==> src/hw/rtl/ltsc_pkg.sv <==
// Package for the tile slot cache: sizes, command codes and the cell control word.
package ltsc_pkg;
    localparam int NumSlotsDef = 16;
    localparam int MaxResults = 16;
    localparam int CoordW = 32;
    localparam int StampW = 64;
    localparam int SlotW = 4;

    localparam logic [1:0] CmdAcquire = 2'd0;
    localparam logic [1:0] CmdRelease = 2'd1;
    localparam logic [1:0] CmdFlush = 2'd2;

    // Control word broadcast from the sequencer to every cell.
    typedef struct packed {
        logic                write;    // claim or refresh the addressed cell
        logic                set_key;  // also load the key (miss)
        logic                unpin;    // clear the pin of the addressed cell
        logic [5:0]          addr;
        logic [CoordW-1:0]   key_x;
        logic [CoordW-1:0]   key_y;
        logic [StampW-1:0]   stamp;
    } t_cell_ctrl;

    // Data passed down the chain during a scan, one cell per cycle.
    typedef struct packed {
        logic                act;      // a scan word is moving
        logic [5:0]          idx;      // index of the cell that receives it
        logic                hit_f;
        logic [5:0]          hit_i;
        logic                emp_f;
        logic [5:0]          emp_i;
        logic                lru_f;
        logic [5:0]          lru_i;
        logic [StampW-1:0]   lru_s;
        logic [CoordW-1:0]   lru_x;
        logic [CoordW-1:0]   lru_y;
    } t_scan;
endpackage

==> src/hw/rtl/ltsc_cell.sv <==
// One slot cell: holds a key, stamp and flags and updates the scan word passing through.
module ltsc_cell #(
    parameter int Index = 0
) (
    input  logic                i_clk,
    input  logic                i_rst_n,
    input  ltsc_pkg::t_cell_ctrl i_ctrl,
    input  logic [ltsc_pkg::CoordW-1:0] i_qx,
    input  logic [ltsc_pkg::CoordW-1:0] i_qy,
    input  ltsc_pkg::t_scan     i_scan,
    output ltsc_pkg::t_scan     o_scan,
    output logic                o_valid,
    output logic [ltsc_pkg::CoordW-1:0] o_x,
    output logic [ltsc_pkg::CoordW-1:0] o_y
);
    import ltsc_pkg::*;

    logic              r_valid, r_pin;
    logic [CoordW-1:0] r_x, r_y;
    logic [StampW-1:0] r_stamp;
    t_scan             r_scan, n_scan;
    logic              here;

    assign here = (i_ctrl.addr == 6'(Index));

    always_ff @(posedge i_clk) begin
        if (!i_rst_n) begin
            r_valid <= 1'b0;
            r_pin   <= 1'b0;
            r_x     <= '0;
            r_y     <= '0;
            r_stamp <= '0;
        end else if (here) begin
            if (i_ctrl.write) begin
                r_pin   <= 1'b1;
                r_stamp <= i_ctrl.stamp;
                if (i_ctrl.set_key) begin
                    r_valid <= 1'b1;
                    r_x     <= i_ctrl.key_x;
                    r_y     <= i_ctrl.key_y;
                end
            end else if (i_ctrl.unpin) begin
                r_pin <= 1'b0;
            end
        end
    end

    always_comb begin
        n_scan = i_scan;
        if (i_scan.act && i_scan.idx == 6'(Index)) begin
            n_scan.idx = i_scan.idx + 6'd1;
            if (!i_scan.hit_f && r_valid && r_x == i_qx && r_y == i_qy) begin
                n_scan.hit_f = 1'b1;
                n_scan.hit_i = 6'(Index);
            end
            if (!i_scan.emp_f && !r_valid) begin
                n_scan.emp_f = 1'b1;
                n_scan.emp_i = 6'(Index);
            end
            // Less-or-equal so that the highest index wins a tie.
            if (!r_pin && (!i_scan.lru_f || r_stamp <= i_scan.lru_s)) begin
                n_scan.lru_f = 1'b1;
                n_scan.lru_i = 6'(Index);
                n_scan.lru_s = r_stamp;
                n_scan.lru_x = r_x;
                n_scan.lru_y = r_y;
            end
        end else begin
            n_scan.act = 1'b0;
        end
    end

    always_ff @(posedge i_clk) begin
        if (!i_rst_n) r_scan.act <= 1'b0;
        else          r_scan.act <= n_scan.act;
        r_scan.idx   <= n_scan.idx;
        r_scan.hit_f <= n_scan.hit_f;
        r_scan.hit_i <= n_scan.hit_i;
        r_scan.emp_f <= n_scan.emp_f;
        r_scan.emp_i <= n_scan.emp_i;
        r_scan.lru_f <= n_scan.lru_f;
        r_scan.lru_i <= n_scan.lru_i;
        r_scan.lru_s <= n_scan.lru_s;
        r_scan.lru_x <= n_scan.lru_x;
        r_scan.lru_y <= n_scan.lru_y;
    end

    assign o_scan  = r_scan;
    assign o_valid = r_valid;
    assign o_x     = r_x;
    assign o_y     = r_y;
endmodule
==> config.mk <==
export PLATFORM = sky130hd
export DESIGN_NAME = ltsc_cell
export DESIGN_NICKNAME = d
export VERILOG_FILES = /design/src/hw/rtl/ltsc_pkg.sv /design/src/hw/rtl/ltsc_cell.sv
export SDC_FILE = /design/constraint.sdc
export NUM_CORES = 1
export LEC_CHECK = 0
export BUFFER_PORTS_ARGS = -buffer_cell sky130_fd_sc_hd__buf_2
export CAP_MARGIN = 20
export CELL_PAD_IN_SITES_DETAIL_PLACEMENT = 1
export CELL_PAD_IN_SITES_GLOBAL_PLACEMENT = 1
export CORE_AREA = 4 4 226 228
export DETAILED_ROUTE_END_ITERATION = 6
export DIE_AREA = 0 0 230 232
export GPL_ROUTABILITY_DRIVEN = 0
export PLACE_DENSITY_LB_ADDON = 0.1
export SLEW_MARGIN = 5
export SYNTH_ARGS = -nofsm -noshare
export SYNTH_HDL_FRONTEND = slang
export SYNTH_SLANG_ARGS = --single-unit
==> constraint.sdc <==
create_clock -name i_clk -period 4.16 [get_ports i_clk]
set_input_delay 0.208 -clock i_clk [delete_from_list [all_inputs] [get_ports i_clk]]
set_output_delay 0.208 -clock i_clk [all_outputs]
set_load 0.005 [all_outputs]
### Word-level counts from Yosys, hierarchy flattened

Index checks and enable logic that the tools add are counted.

| operators by class | value |
|---|---|
| shifts and indexed selects | 0 |
| magnitude comparators | 1 |
| add/sub/neg operators | 1 |
| div/mod/pow operators | 0 |
| reductions and logical operators | 19 |
| $mul | 0 |
| multiplexer cells | 6 |
| eq/ne operators | 2 |
| bitwise logic cells | 0 |

Operators with widths:

| kind | count |
|---|---|
| $mux 155 | 1 |
| $mux 135 | 1 |
| $eq 32x32->1 | 2 |
| $le 64x64->1 | 1 |
| $mux 7 | 2 |
| $logic_not 6->1 | 2 |
| $add 6x1->6 const B | 1 |
| $logic_and 1x1->1 | 6 |
| $reduce_and 2->1 | 3 |
| $logic_not 1->1 | 5 |
| $reduce_and 3->1 | 1 |
| $mux 1 | 2 |
| $reduce_bool 2->1 | 1 |
| $logic_or 1x1->1 | 1 |

| storage, ports and cells | value |
|---|---|
| RAM bits | 0 |
| bits in read-only memories | 0 |
| latch bits | 0 |
| memories | 0 |
| bits in registers | 286 |

### Depth between registers and ports, before layout

| logic depth | value |
|---|---|
| depth in word-level cells | 6 |
| gate-level depth with buffers | 11 |
| mapped depth without buffers | 9 |

### Worst setup path before layout

No wires, ideal clock.

| timing | value |
|---|---|
| kind | reg2reg |
| start | register r_stamp[11] |
| end | register r_scan, in the netlist o_scan[100] |
| data required time | 4.039 ns |
| data arrival time | 2.320 ns |
| setup slack | 1.719 ns |
| clock period less this slack | 2.441 ns |
| stages on the path, launching flop included | 11 |
| cell sequence | dfxtp_1 ha_1 nand4_1 nor4_1 a21boi_1 nor3b_1 o2111a_1 a22oi_4 buf_6 buf_8 mux2_4 |

RTL lines:

| what | line | text |
|---|---|---|
| start: declaration | ltsc_cell.sv:20 | `logic [StampW-1:0] r_stamp;` |
| start signal: assignment | ltsc_cell.sv:36 | `r_stamp <= i_ctrl.stamp;` |
| end: declaration | ltsc_cell.sv:21 | `t_scan r_scan, n_scan;` |

==> impl_metrics.env <==
export IMPL_start_util_pct=25.1
export IMPL_drive_gt1_share_pct=37.1
export IMPL_synth_ff_type="dfxtp_1"
export IMPL_cts_tree="yes"
export IMPL_viasPerCell=4.31
export IMPL_start_kind="input port"
export IMPL_fin_nets=2509
export IMPL_layout_min_cycle_time_ps=3340
export IMPL_worst_hold_path_endpoint="r_pin"
export IMPL_grt_first_pass_wirelength_um=83200
export IMPL_fin_setup_tns_ps=0
export IMPL_drc_errors=0
export IMPL_max_freq_ghz=0.300
export IMPL_vias=12000
export IMPL_synth_area_um2=12300
export IMPL_cap_violations=0
export IMPL_synth_area_leader_cell="dfxtp_1"
export IMPL_rsz0062_at_grt="no"
export IMPL_tightest_slew_ps=1080
export IMPL_hp_class="input port to flop"
export IMPL_outcome="complete, no violations"
export IMPL_core_um2=48800
export IMPL_placementRows=81
export IMPL_grt_overflow_total=0
export IMPL_routed_wl_um=56000
export IMPL_clockBufferDepth=3
export IMPL_wl_met3_um=3270
export IMPL_wire_per_inst_um=20.1
export IMPL_wl_met2_um=30300
export IMPL_die_x_um=230
export IMPL_layout_common_cells="578 x buf_2, 286 x dfxtp_1, 285 x dlygate4sd3_1"
export IMPL_hold_buffers=285
export IMPL_crit_arrival_ps=3770
export IMPL_finalSetupViolCount=0
export IMPL_top_layer_used="met5"
export IMPL_synth_distinct_cells=49
export IMPL_wl_met1_um=21200
export IMPL_hold_viol_final=0
export IMPL_place_area_um2=15800
export IMPL_syn_area_per_cell_um2=9.99
export IMPL_cts_buffers=38
export IMPL_p_leak_uw=0.00930
export IMPL_die_area_um2=53400
export IMPL_antenna_found_initial=16
export IMPL_skew_ps=14.6
export IMPL_syn_to_final_growth_pct=62.3
export IMPL_synth_seq_cells=286
export IMPL_synth_area_leaders="dfxtp_1 47%, nand2_1 8.3%, a21boi_0 7.8%, mux2_2 6.8%, ha_1 6.7%"
export IMPL_min_period_over_period_pct=80.2
export IMPL_r2r_start="r_stamp[29]"
export IMPL_track_usage_pct=20.4
export IMPL_critPathRequiredTime_ps=4590
export IMPL_synth_net_count=1652
export IMPL_path_clk_slew_ps=50
export IMPL_crit_buf_inv=4
export IMPL_synth_edf_count=0
export IMPL_crit_fanout=70
export IMPL_slowest_delay_ps=620
export IMPL_cp_top_family="buffers and inverters"
export IMPL_root_buffer="clkbuf_16"
export IMPL_cts_resized=0
export IMPL_worst_setup_path_end_kind="flop"
export IMPL_critical_path_cell_chain="dlygate4sd3_1, buf_2, inv_1, ha_1, nand4_1, nor3_1, a22o_1, o41a_1, o311ai_2, a22oi_4, buf_12, mux2_2"
export IMPL_final_common_cell="buf_2"
export IMPL_synth_top_cell_area_share_pct=46.7
export IMPL_ys_seq_area_share_pct=46.7
export IMPL_r2r_cells=9
export IMPL_vdd_ir_drop_max_mv=0.248
export IMPL_drtIter0Drc=272
export IMPL_async_flop_share_pct=0
export IMPL_dpl_hpwl_um=42200
export IMPL_yosysWarnings=0
export IMPL_grt_max_degree=99
export IMPL_hold_path_cell_count=6
export IMPL_worstReg2RegEnd="o_scan[21]"
export IMPL_cts_setup_buffers=0
export IMPL_maxSlewViolCount=0
export IMPL_slew_headroom_pct=28.2
export IMPL_power_per_cell_area_nw_per_um2=344
export IMPL_io_buffer_count=579
export IMPL_io_pin_count=580
export IMPL_cts_sinks=286
export IMPL_design_area_um2=19900
export IMPL_worst_path_max_delay_cell="nor3_1"
export IMPL_clk_latency_ps=550
export IMPL_first_global_vias=13400
export IMPL_h_tree_depth=2
export IMPL_min_from="i_ctrl[129]"
export IMPL_synthCells=1227
export IMPL_fp_dieH_um=232
export IMPL_route_antenna_remaining_nets=0
export IMPL_drt_first_pass_iters=4
export IMPL_r2r_slack_ps=850
export IMPL_critPathKind="input port to flop"
-- stage by stage --
step / cells / utilization, % / power [uW] / hold slack (ps) / setup WS (ps)
after floorplan: 1227 / - / 3120 / 294 / 1720
after global routing: 2779 / 40.7 / 7170 / 277 / 678
after global placement: 2423 / 32.4 / 3450 / 322 / 738
after CTS: 2774 / 40.7 / 6980 / 166 / 723
after detailed placement: 2423 / 32.4 / 3460 / 323 / 711
final: 2782 / 40.7 / 6850 / 212 / 822
-- metal layers --
layer  track usage (%)  vias to the layer above
met3              5.34                       82
met1              21.5                     5700
met2              40.0                      347
met5                 0                        -
li1                  -                     5844
met4              5.43                       16
-- worst register-to-register path: cells and delay by family (launching register included) --
family,cells,cell delay [ps]
buf+inv,1,440
compound gates,4,790
flops,1,330
simple gates,2,830
fa+ha+maj,1,300
mux,1,520
-- state kept, by name, indices dropped and copies added, names as in the netlist --
name,flops
o_valid,1
r_pin,1
o_y,32
r_stamp,64
o_scan,156
o_x,32
-- worst max path at each step --
stage | to | start | slack, ps | depth (start not counted)
after CTS | o_scan[30] | r_stamp[29] | 720 | 9
final | o_scan[21] | i_scan[95] | 820 | 12
after global placement | o_scan[32] | i_scan[95] | 740 | 11
after floorplan | o_scan[100] | r_stamp[11] | 1720 | 10
after global routing | o_scan[69] | i_scan[95] | 680 | 12
after detailed placement | o_scan[30] | i_scan[95] | 710 | 11
-- Yosys cell counts (9+ instances only) --
cell type	n
clkbuf_1	31
nand4_1	23
xor2_1	20
a21boi_0	128
mux2_2	74
dfxtp_1	286
buf_2	19
mux2_4	54
xnor2_1	31
a21oi_1	26
nand3_1	9
nand2_1	272
inv_1	82
and2_1	9
ha_1	66
nor4_1	10
o21ai_0	10
nor2b_1	12
-- layout make-up --
cell class | instances | area [um^2]
fillers | 5802 | 29000
diodes | 8 | 20.0
clock buffers | 59 | 1140
flip-flops and latches | 286 | 5730
clock inverters | 7 | 67.6
repair buffers | 874 | 5880
multi-input cells | 802 | 5930
inverters | 82 | 308
well taps | 664 | 831
-- power breakdown --
group	switching (uW)	total, uW	internal (uW)
Clock	1280	3220	1940
Sequential	28.1	2860	2830
Combinational	287	770	483
Total	1590	6850	5250
-- logic make-up after synthesis --
family                     after synthesis  synth area share (%)
buffers and inverters                  139                  5.03
xor gates and xnor gates                51                  3.64
muxes                                  128                  13.4
DFF                                    286                  46.7
AOI/OAI and AO/OA                      199                  11.8
and+or+nand+nor                        358                  12.7
adders and majority gates               66                  6.74
Power figures use the tool's default switching activity.
